File: config.mk
export PLATFORM = sky130hd
export DESIGN_NAME = dcs_cell
export DESIGN_NICKNAME = d
export VERILOG_FILES = /design/src/hw/rtl/dcs_pkg.sv /design/src/hw/rtl/dcs_cell.sv
export SDC_FILE = /design/constraint.sdc
export NUM_CORES = 2
export LEC_CHECK = 0
export BUFFER_PORTS_ARGS = -buffer_cell sky130_fd_sc_hd__buf_2
export CAP_MARGIN = 30
export CORE_UTILIZATION = 40
export DETAILED_ROUTE_END_ITERATION = 8
export MAX_ROUTING_LAYER = met4
export PLACE_DENSITY = 0.58
export SYNTH_ARGS = -nofsm -noshare
export SYNTH_HDL_FRONTEND = slang
export SYNTH_SLANG_ARGS = --single-unit
File: constraint.sdc
create_clock -name clk -period 22.7 [get_ports clk]
set_input_delay 1.135 -clock clk [delete_from_list [all_inputs] [get_ports clk]]
set_output_delay 1.135 -clock clk [all_outputs]
set_load 0.005 [all_outputs]
File: src/hw/rtl/dcs_pkg.sv
package dcs_pkg;

	typedef struct packed {
		logic signed [31:0] y;
		logic signed [31:0] x;
	} point_t;

	typedef struct packed {
		logic shift;
		logic mul;
		logic acc;
	} cell_ctl_t;

	typedef enum logic [1:0] {
		ST_IDLE,
		ST_MUL,
		ST_ACC,
		ST_EMIT
	} state_t;

	localparam logic REG_T_FRAC = 1'b0;
	localparam logic REG_STAGE  = 1'b1;

	localparam int STAGE_W = 6;

endpackage

File: src/hw/rtl/dcs_cell.sv
module dcs_cell #(
	parameter int T_FRAC_BITS = 16
) (
	input  logic                clk,
	input  dcs_pkg::cell_ctl_t  ctl,
	input  logic [T_FRAC_BITS:0] t,
	input  dcs_pkg::point_t     shift_in,
	input  dcs_pkg::point_t     nbr,
	output dcs_pkg::point_t     store_o,
	output dcs_pkg::point_t     work_o
);
	localparam int PW = 34 + T_FRAC_BITS;

	dcs_pkg::point_t       store_q;
	dcs_pkg::point_t       work_q;
	logic signed [PW-1:0]  prod_x_q;
	logic signed [PW-1:0]  prod_y_q;
	logic signed [32:0]    dx;
	logic signed [32:0]    dy;
	logic signed [PW-1:0]  prod_x;
	logic signed [PW-1:0]  prod_y;
	logic signed [PW-1:0]  shx;
	logic signed [PW-1:0]  shy;
	logic [PW-1:0]         sum_x;
	logic [PW-1:0]         sum_y;
	dcs_pkg::point_t       lerp;

	function automatic logic [31:0] sat32(input logic [PW-1:0] v);
		logic in_range;
		begin
			in_range = (v[PW-1:31] == '0) || (v[PW-1:31] == '1);
			if (in_range)
				sat32 = v[31:0];
			else if (v[PW-1])
				sat32 = 32'h8000_0000;
			else
				sat32 = 32'h7fff_ffff;
		end
	endfunction

	// b - a times t, then a + floor(p / 2^T) with saturation
	always_comb begin
		dx     = {nbr.x[31], nbr.x} - {work_q.x[31], work_q.x};
		dy     = {nbr.y[31], nbr.y} - {work_q.y[31], work_q.y};
		prod_x = dx * $signed({1'b0, t});
		prod_y = dy * $signed({1'b0, t});
		shx    = prod_x_q >>> T_FRAC_BITS;
		shy    = prod_y_q >>> T_FRAC_BITS;
		sum_x  = shx + {{(PW-32){work_q.x[31]}}, work_q.x};
		sum_y  = shy + {{(PW-32){work_q.y[31]}}, work_q.y};
		lerp.x = sat32(sum_x);
		lerp.y = sat32(sum_y);
	end

	always_ff @(posedge clk) begin
		if (ctl.shift)
			store_q <= shift_in;
		if (ctl.shift)
			work_q <= shift_in;
		else if (ctl.acc)
			work_q <= lerp;
		if (ctl.mul) begin
			prod_x_q <= prod_x;
			prod_y_q <= prod_y;
		end
	end

	assign store_o = store_q;
	assign work_o  = work_q;
endmodule

==> flow_summary.yaml <==
grt:
  grt_util_all_layers: 0.236
  total_gr_overflow: 0
  antenna_found_initial: 5
  grt_pass1_vias: 42951
  pin_count_of_the_biggest_net_entering_global_routing: 56
  grt_first_pass_wirelength_mm: 245
critical_path:
  max_stage_delay_ns: 0.70
  crit_type: "in -> reg"
  startpoint_kind_of_the_worst_setup_timing_path: "input port"
  worst-endpoint-required_ns: 23.00
  arrival_ns: 10.92
  critical_path.endpoint_type: "flop"
  regToRegSetupSlack_ns: 12.37
  crit_slowest_cell: "a21oi_2"
  critical_path.most_common_cell: "fa_1"
  reg2reg_to: "prod_y_q[41]$_DFFE_PP_"
  timing.rr.start: "work_o[34]$_DFFE_PP_"
  worst-r2r-cell-count: 33
  crit_fanout: 19
layout:
  design.final.nets: 7795
  area_growth_syn_to_layout_pct: 7.27
  final-instance-count-excl-fill: 8032
  finish.instance_area_sq_mm: 0.0588
  fill_cells: 13426
  post_route_cells_drive_above_1_share: 0.0825
  ff_latch_area_sq_mm: 0.00589
  multi_input_area_sq_mm: 0.0428
clocking:
  cts_made_buffers: 17
  htreeDepth: 4
  cts.sink_count: 196
  ctsResizeCount: 0
  ctsLongestPathBuffers: 2
  holdBufCountCts: 0
  cts_root_buffer: "clkbuf_16"
  cts_tree: "built"
  cts_setup_buffers: 0
  clkTransAtPathRegs_ns: 0.09
  clock_insertion_delay_worst_skew_ns: 0.55
place:
  buffer_ports.inserted: 276
  detailed_place_hpwl_mm: 119
  numPlacedInstances: 7995
  placed_area_sq_mm: 0.0582
  globalplace.congestion: 0.897
floorplan:
  fp.dieH_microns: 372
  row_count: 135
  die_outline_area_sq_mm: 0.138
  die-width_microns: 372
  design.portCount: 277
  floorplan.initialDensity: 0.404
  core_sq_mm: 0.136
sta:
  timing.max_slew.rel_slack: 0.292
  max_freq_mhz: 94.2
  timing.setup.tns_ns: 0
  maxSlewViolCount: 0
  grt_setup_unrepaired: "no"
  worst_pin_slew_ns: 1.06
  finalSetupViolCount: 0
  hold-worst-slack_ns: 0.768
  timing.final.hold_violations: 0
  final.setup_skew_ns: 0.0212
  layout_worst_path_cycle_share: 0.468
  timing.final.crit_period_ns: 10.62
worst_hold_path:
  timing.hold.worst.class: "reg -> reg"
  min_to: "work_o[32]$_DFFE_PP_"
  holdCritStartpoint: "prod_y_q[16]$_DFFE_PP_"
  holdPathStages: 3
yosys:
  yosysWarnings: 0
  synth.yosys.seq_area_share: 0.107
  synth_ff_type: "edfxtp_1"
  synth_nets: 7713
  syn_area_per_cell_sq_um: 8.91
  synthesis.area_sq_mm: 0.0548
  synth_enable_flop_cells: 196
  synthDistinctLibCells: 91
  ys_ff_latch: 196
  syn_inst: 6151
  proportion_of_synthesized_flip_flops_having_asynchronous_set_or_reset: 0
routing:
  drt-vias-per-instance: 5.24
  drt_iter0_drc: 2977
  post_drt_antenna_nets: 0
  drt-wirelength-per-cell_microns: 19.4
  vias: 42077
  detail_route.wirelength_mm: 156
  post-route-drc-count: 0
  dr.pass1.iters: 6
outcome:
  status: "finished, final reports clean"
job:
  cap_violations: 0
==> stage by stage <==
step	setup WS [ns]	util
floorplan	13.41	-
global placement	11.67	0.428
detailed placement	11.54	0.429
CTS	12.13	0.433
global route	11.52	0.433
finish	12.08	0.433
==> layout make-up <==
| cell class | instances | share of cell area |
|---|---|---|
| multi-input cells | 4308 | 0.729 |
| inverters | 1328 | 0.0848 |
| clock inverters | 13 | 0.00251 |
| repair buffers | 382 | 0.0385 |
| diodes | 5 | 0.000213 |
| well taps | 1781 | 0.0379 |
| clock buffers | 19 | 0.00736 |
| flip-flops and latches | 196 | 0.100 |
==> Yosys cell counts (32+ instances only) <==
cell      count  area, sq um
and2_1      517         3230
fa_1       1050        21000
nand3_1      79          395
mux2i_1      32          320
nand2b_1     69          432
a21oi_1     166          831
o22ai_1      72          450
nand2_1     707         2650
inv_1      1325         4970
o21ai_0     130          651
a21o_1       92          691
nor3_1       40          200
clkbuf_1    272         1020
xor2_1       50          438
edfxtp_1    196         5890
xnor2_1     134         1170
nor2_1      167          627
nor2b_1     115          719
ha_1        363         4540
==> per-layer routing <==
layer | routed length, microns | part of all wire | vias to the layer above | GRT usage
met5 | 0 | 0 | - | -
met4 | 2630 | 0.017 | 0 | 0.0515
met3 | 7710 | 0.050 | 121 | 0.0236
met2 | 76700 | 0.49 | 1109 | 0.389
met1 | 68800 | 0.44 | 21586 | 0.314
li1 | - | - | 19261 | -
==> state kept, by name (all words and copies together), names as in the netlist <==
| name | flops |
|---|---|
| prod_x_q | 34 |
| work_o | 64 |
| prod_y_q | 34 |
| store_o | 64 |
==> worst max-delay path: cells and delay by family <==
kind            cells  cell delay (ns)
simple gates        4             1.24
fa+ha+maj           9             3.76
compound gates     15             4.35
xor+xnor            1             0.08
buf+inv             6             0.34
==> cells by family (layout without fill, tap and decap cells) <==
| family | Yosys count | count (layout) | share of synthesized area |
|---|---|---|---|
| flip-flops | 196 | 196 | 0.107 |
| multiplexers | 58 | 58 | 0.0112 |
| XOR/XNOR | 185 | 185 | 0.0299 |
| AO/OA/AOI/OAI | 763 | 763 | 0.0935 |
| AND/OR/NAND/NOR | 1881 | 1881 | 0.175 |
| buffers and inverters | 1647 | 1742 | 0.115 |
| adder cells (fa/ha/maj) | 1421 | 1421 | 0.468 |
| other | 0 | 5 | 0 |
==> worst max path at each step <==
stage                             end     from  cells past startpoint
2_1_floorplan  prod_x_q[48]$_DFFE_PP_   nbr[0]                     36
3_3_place_gp   prod_y_q[41]$_DFFE_PP_  nbr[32]                     35
3_5_place_dp   prod_y_q[41]$_DFFE_PP_  nbr[32]                     35
4_1_cts        prod_y_q[41]$_DFFE_PP_  nbr[32]                     35
5_1_grt        prod_y_q[41]$_DFFE_PP_  nbr[32]                     35
6_report       prod_y_q[41]$_DFFE_PP_  nbr[32]                     35
==> cell usage in the layout (no fill, tap or decap), drive strengths merged, types with 15 or more instances in the layout <==
cell type / n
nand3b: 21
o22ai: 72
a31oi: 33
nor2: 167
a211oi: 25
o21a: 30
nand3: 79
xor2: 50
a21o: 93
o211ai: 31
a311oi: 20
and3: 26
ha: 363
nor4: 25
and2: 518
or3: 19
nand2: 707
fa: 1050
buf: 382
o221ai: 18
o21bai: 23
mux2: 26
and3b: 16
nand4: 23
a21oi: 172
edfxtp: 196
o311ai: 19
nor3: 40
mux2i: 32
clkbuf: 19
nand2b: 69
or2: 15
nor3b: 21
xnor2: 135
inv: 1331
nor2b: 115
o21ai: 142
Power is not shown: default switching activity piles up to over one toggle a cycle in this logic, so the estimate is an artifact.
