--- src/hw/rtl/dcs_pkg.sv ---
package dcs_pkg;

	typedef struct packed {
		logic signed [31:0] y;
		logic signed [31:0] x;
	} point_t;

	typedef struct packed {
		logic shift;
		logic mul;
		logic acc;
	} cell_ctl_t;

	typedef enum logic [1:0] {
		ST_IDLE,
		ST_MUL,
		ST_ACC,
		ST_EMIT
	} state_t;

	localparam logic REG_T_FRAC = 1'b0;
	localparam logic REG_STAGE  = 1'b1;

	localparam int STAGE_W = 6;

endpackage

--- src/hw/rtl/dcs_regs.sv ---
module dcs_regs #(
	parameter int T_FRAC_BITS = 16
) (
	input  logic                   clk,
	input  logic                   arst_n,
	input  logic                   psel,
	input  logic                   penable,
	input  logic                   pwrite,
	input  logic [2:0]             paddr,
	input  logic [31:0]            pwdata,
	output logic [31:0]            prdata,
	output logic                   pready,
	output logic [T_FRAC_BITS:0]   t_frac,
	output logic [dcs_pkg::STAGE_W-1:0] stage_level
);
	localparam int TW = T_FRAC_BITS + 1;

	logic [TW-1:0]               t_frac_q;
	logic [dcs_pkg::STAGE_W-1:0] stage_q;
	logic                        wr_en;

	assign pready = 1'b1;
	assign wr_en  = psel && penable && pwrite;

	always_ff @(posedge clk or negedge arst_n) begin
		if (!arst_n) begin
			t_frac_q <= '0;
			stage_q  <= '0;
		end else if (wr_en) begin
			unique case (paddr[2])
				dcs_pkg::REG_T_FRAC: t_frac_q <= pwdata[TW-1:0];
				dcs_pkg::REG_STAGE:  stage_q  <= pwdata[dcs_pkg::STAGE_W-1:0];
				default: ;
			endcase
		end
	end

	always_comb begin
		unique case (paddr[2])
			dcs_pkg::REG_T_FRAC: prdata = 32'(t_frac_q);
			dcs_pkg::REG_STAGE:  prdata = 32'(stage_q);
			default:             prdata = '0;
		endcase
	end

	assign t_frac      = t_frac_q;
	assign stage_level = stage_q;
endmodule

--- config.mk ---
export PLATFORM = sky130hd
export DESIGN_NAME = dcs_regs
export DESIGN_NICKNAME = d
export VERILOG_FILES = /design/src/hw/rtl/dcs_pkg.sv /design/src/hw/rtl/dcs_regs.sv
export SDC_FILE = /design/constraint.sdc
export NUM_CORES = 1
export LEC_CHECK = 0
export BUFFER_PORTS_ARGS = -buffer_cell sky130_fd_sc_hd__buf_2
export CORE_MARGIN = 1.5
export CORE_UTILIZATION = 41
export DETAILED_ROUTE_END_ITERATION = 7
export PLACE_DENSITY_LB_ADDON = 0.25
export SLEW_MARGIN = 5
export SYNTH_ARGS = -nofsm -noshare
export SYNTH_HDL_FRONTEND = slang
export SYNTH_SLANG_ARGS = --single-unit
--- constraint.sdc ---
create_clock -name clk -period 2.1 [get_ports clk]
set_input_delay 0.42 -clock clk [delete_from_list [all_inputs] [get_ports clk]]
set_output_delay 0.42 -clock clk [all_outputs]
set_load 0.05 [all_outputs]
==> results of run 1 <==
[metal layers]
| metal | track usage (%) | part of all wire [%] | vias to the layer above | wire (um) |
|---|---|---|---|---|
| met5 | 0 | 0 | - | 0 |
| met1 | 15.4 | 39 | 384 | 875 |
| met2 | 26.9 | 52 | 49 | 1150 |
| li1 | - | - | 378 | - |
| met3 | 2.04 | 8.0 | 2 | 177 |
| met4 | 3.99 | 0.86 | 0 | 19 |
[kinds of logic after synthesis]
group | after synthesis
flops | 23
buf+inv | 19
simple gates | 13
mux | 29
other cells | 2
[placed cells by master (no fill, tap or decap), drive strengths merged]
cell    count
buf        62
clkbuf      3
clkinv      1
conb       16
dfrtp      23
mux2       29
nand4       1
nand4b      1
nor2b      11
[report_power, final]
group | total, W | internal (W) | switching, W
sequential | 0.000607 | 0.000540 | 0.0000671
clock | 0.000202 | 0.0000709 | 0.000131
combinational | 0.000996 | 0.000256 | 0.000740
[through the flow]
step	hold WS, ns	setup slack [ns]	power (W)
finish	0.0599	0.348	0.00181
floorplan	0.124	0.234	0.00143
CTS	0.0696	0.328	0.00182
detailed placement	0.417	0.342	0.00162
global placement	0.417	0.361	0.00160
global route	0.0820	0.298	0.00188
[cell type report]
| cell class | count | area (um^2) |
|---|---|---|
| Fill cell | 257 | 1280 |
| Sequential cell | 23 | 576 |
| Multi-Input combinational cell | 58 | 523 |
| Timing Repair Buffer | 62 | 310 |
| Tap cell | 31 | 38.8 |
| Clock buffer | 3 | 22.5 |
| Clock inverter | 1 | 5.00 |
[registers in the layout, indices dropped and copies added (netlist names)]
signal and flops:
t_frac 17, stage_level 6
[how the worst max path moves through the flow]
| stage | startpoint | to | slack, ns | cells past startpoint |
|---|---|---|---|---|
| floorplan | paddr[2] | prdata[10] | 0.23 | 3 |
| global placement | paddr[2] | prdata[2] | 0.36 | 3 |
| detailed placement | paddr[2] | prdata[1] | 0.34 | 3 |
| CTS | paddr[2] | prdata[3] | 0.33 | 3 |
| global route | paddr[2] | prdata[3] | 0.30 | 3 |
| finish | paddr[2] | prdata[3] | 0.35 | 3 |
==> out/metrics.yaml, run 1 <==
track_usage_pct: 13.8
clock.fmax_ghz: 0.571
drt_iter0_drc: 4
via_per_inst: 4.57
clk_pin_slew_ns: 0.13
path_buf_inv: 2
cts_tree: "yes"
cts_made_buffers: 3
rows: 19
die_y_um: 56.9
setup_viol: 0
clock_skew_ns: 0
synth_area_leader_cell: "dfrtp_1"
p_per_area_nw_per_um2: 1220
rr_worst_depth: 1
worstPathArrival_ns: 1.33
seq_area_frac_synth_pct: 48.3
dpl.hpwl_um: 1630
synth_mux_area_share_pct: 30.5
port-buffer-count: 62
synthArstFlopShare_pct: 100
nets: 188
synth_most_common_cell: "dfrtp_1"
rsz0062_at_grt: "no"
setup_tns_ns: 0
die_w_um: 56.9
drtPass1Iterations: 2
core_um2: 2760
syn2layout_area_growth_pct: 23.7
cts_num_sinks: 23
avgSynthCellArea_um2: 13.9
cts_max_level: 1
wire_per_inst_um: 12.5
antenna-diode-count: 0
fin_util_pct: 53.5
worstMarginPinSlew_ns: 0.503
design_area_um2: 1480
drive_gt1_share_pct: 65.3
place.gp.congestion: 0.662
ant_nets: 0
cp_max_fo: 19
grt_pass1_vias: 779
synthAdderAreaFrac_pct: 0
dp.cells: 174
yosys_warnings: 0
grt_start_max_net_pins: 24
synthTopCellsByArea: "dfrtp_1 48%, mux2_2 18%, mux2_4 13%, buf_4 10%, nor2b_1 5.8%"
synth-main-ff-cell: "dfrtp_1"
synth_top_family_by_area: "multiplexers"
p_leak_nw: 0.824
dpl_cell_area_um2: 1450
wl_um: 2220
ys_ff_latch: 23
num_vias: 813
dieArea_um2: 3240
cts.hold.buffers_added: 0
grt_pass1_wl_um: 3520
yosys.area_share.xor_xnor_pct: 0
slew_viol_final: 0
hold_viol: 0
insertion_delay_ns: 0.30
start_util_pct: 43.2
cts_resized: 0
post-route-min-period_ns: 1.75
cp_top_family: "buffers and inverters"
ioPinCount: 96
cp_cell_sequence: "buf_2 > mux2_2 > buf_2"
critPathSlowestCell: "mux2_2"
r2r_start: "t_frac[3]"
synth_edf_count: 0
cts_root_buf: "clkbuf_4"
instances_no_fill: 178
hold_class: "input pin to asynchronous set/reset pin"
cts_setup_buffers: 0
max_slew_margin_pct: 66.5
grt_overflow: 0
status: "finished clean"
critPathLaunchType: "input pin"
syn-cell-area_um2: 1190
remaining_drc_errors: 0
ys_top_cells_by_count: "23 x dfrtp_1, 19 x mux2_2, 16 x buf_4"
synth-simple-area-share_pct: 8.29
cts_buffer_depth: 2
end_kind: "output pin"
reg2reg_to: "t_frac[3]"
netlist_instances: 86
synth_compound_area_share_pct: 0
fin_crit_sh_pct: 83.4
maxCapViolCount: 0
yosys.area.top_type_share_pct: 48.3
cp.required_ns: 1.68
path_class: "input pin to output pin"
antenna_found_initial: 0
cpMostUsedCell: "buf_2"
worst_path_largest_cell_delay_ns: 0.39
ys_types: 10
rrSetupSlack_ns: 1.31
ir_drop_mv: 0.746
(Power assumes the default switching activity.)
==> run 2: changes to the inputs <==
--- a/config.mk
+++ b/config.mk
@@ -7,7 +7,7 @@
 export LEC_CHECK = 0
 export BUFFER_PORTS_ARGS = -buffer_cell sky130_fd_sc_hd__buf_2
 export CORE_MARGIN = 1.5
-export CORE_UTILIZATION = 41
+export CORE_UTILIZATION = 38
 export DETAILED_ROUTE_END_ITERATION = 7
 export PLACE_DENSITY_LB_ADDON = 0.25
 export SLEW_MARGIN = 5
==> constraint.sdc (replaced) <==
create_clock -name clk -period 1.64 [get_ports clk]
set_input_delay 0.328 -clock clk [delete_from_list [all_inputs] [get_ports clk]]
set_output_delay 0.328 -clock clk [all_outputs]
set_load 0.05 [all_outputs]
==> run 2 against run 1 <==
Design area increased by 4.0%. Via count increased by 1.5%. Routed wire length increased by 4.9%. Combinational power increased by 30%. Global-route usage increased by 0.17 points. Highest routed layer unchanged. Critical path depth decreased by 1. Sequential power increased by 28%. Final cell count increased by 9.6%. Sequential share of layout area decreased by 1.5 points. Largest power group unchanged. Die area increased by 7.5%. Count of clock-buffer cells in the layout unchanged. First-iteration DRC count increased by 100%.
==> out/metrics.yaml, run 2 (synthesized netlist as in run 1, its figures left out) <==
ant_nets: 0
antenna_found_initial: 0
worst_slack_ns: 0.115
rsz0062_at_grt: "no"
clock_skew_ns: 0
use_met1_pct: 18.0
p_leak_nw: 0.845
critPathLaunch: "t_frac[3]"
antenna-diode-count: 0
num_vias: 825
rrSetupSlack_ns: 0.85
nets: 192
design_area_um2: 1530
max_slew_margin_pct: 65.6
slew_viol_final: 0
drtPass1Iterations: 3
clock.fmax_ghz: 0.656
path_class: "flop to output pin"
drive_gt1_share_pct: 68.2
rows: 20
cts_buffer_depth: 2
grt_overflow: 0
rr_worst_depth: 1
cp.required_ns: 1.31
die_w_um: 59.0
ir_drop_mv: 0.659
port-buffer-count: 62
worstMarginPinSlew_ns: 0.515
place.gp.congestion: 0.683
worstHoldPathCells: 2
setup_viol: 0
use_met3_pct: 2.18
hold_viol: 0
die_y_um: 59.0
cts_made_buffers: 3
dpl_cell_area_um2: 1500
grt_pass1_vias: 781
whs_ns: 0.244
r2r_start: "t_frac[2]"
wl_um: 2330
syn2layout_area_growth_pct: 28.6
largest_reg_flops: 17
reg2reg_to: "t_frac[2]"
worstPathArrival_ns: 1.20
top_usage_layer: "met2"
hold_class: "input pin to flop"
final.fill_count: 286
final_common_cell: "buf_2"
dieArea_um2: 3480
ioPinCount: 96
maxCapViolCount: 0
core_um2: 3030
use_met2_pct: 24.0
critPathLaunchType: "flop"
track_usage_pct: 14.0
endpoint: "prdata[3]"
hp-start: "pwdata[9]"
cts_max_level: 1
cts_tree: "yes"
p_per_area_nw_per_um2: 1510
pre_cts_ws_ns: 0.151
clk_pin_slew_ns: 0.13
dpl.hpwl_um: 1840
grt_start_max_net_pins: 24
cts_resized: 0
wire_per_inst_um: 11.9
cts_setup_buffers: 0
cts_root_buf: "clkbuf_4"
drt_iter0_drc: 8
post-route-min-period_ns: 1.52
remaining_drc_errors: 0
grt_pass1_wl_um: 3570
end_kind: "output pin"
fin_crit_sh_pct: 93.0
power.total_w: 0.00232
cp_max_fo: 3
layout_common_cells: "62 x buf_2, 23 x dfrtp_1, 19 x mux2_2, 16 x conb_1, 10 x mux2_4"
start_util_pct: 39.4
cts_num_sinks: 23
status: "finished clean"
insertion_delay_ns: 0.30
via_per_inst: 4.23
run 2: cell types whose count changed in the layout (fill, tap and decap cells not counted):
cell	previous run	this run
nor2b_2	0	4
dlygate4sd3_1	0	1
nor2b_1	11	7
buf_4	0	3
run 2: worst min-delay path by stage:
stage,endpoint,slack (ns)
floorplan,stage_level[0],0.03
global placement,stage_level[2],0.33
detailed placement,t_frac[14],0.33
CTS,t_frac[9],0.24
global route,t_frac[14],0.23
finish,t_frac[9],0.24
run 2: critical path, stage by stage (launching register included):
cell and delay [ns]:
dfrtp_1 0.41, mux2_2 0.27, buf_2 0.21
run 2: final cells by class:
type                       instances  area [um^2]  share of cell area (%)
tap                               44         55.1                    3.59
sequential                        23          576                    37.5
timing repair buffer              66          343                    22.3
multi-input combinational         58          533                    34.7
clock buffer                       3         22.5                    1.47
clock inverter                     1         5.00                   0.326
run 2: power by group:
group | internal (W) | switching [W] | total (W) | leakage, nW
combinational | 0.000337 | 0.000954 | 0.00129 | 0.552
sequential | 0.000692 | 0.0000848 | 0.000776 | 0.276
clock | 0.0000908 | 0.000166 | 0.000256 | 0.0177
run 2: timing repair:
item | 4_1_cts | 5_1_grt
hold buffers | 1 | 0
endpoints found under the setup margin | 0 | 0
endpoints found under the hold margin | 23 | 0
run 2: through the flow:
step,utilization [%],setup TNS (ns),std cells
6_report,50.7,0,195
4_1_cts,50.7,0,195
3_5_place_dp,49.4,0,190
5_1_grt,50.7,0,195
2_1_floorplan,-,-0.614,100
3_3_place_gp,49.4,0,190
run 2: layer usage:
| layer | part of all wire, % | vias up |
|---|---|---|
| met5 | 0 | - |
| met4 | 0.64 | 0 |
| met3 | 5.8 | 2 |
| met2 | 52 | 40 |
| met1 | 41 | 399 |
| li1 | - | 384 |
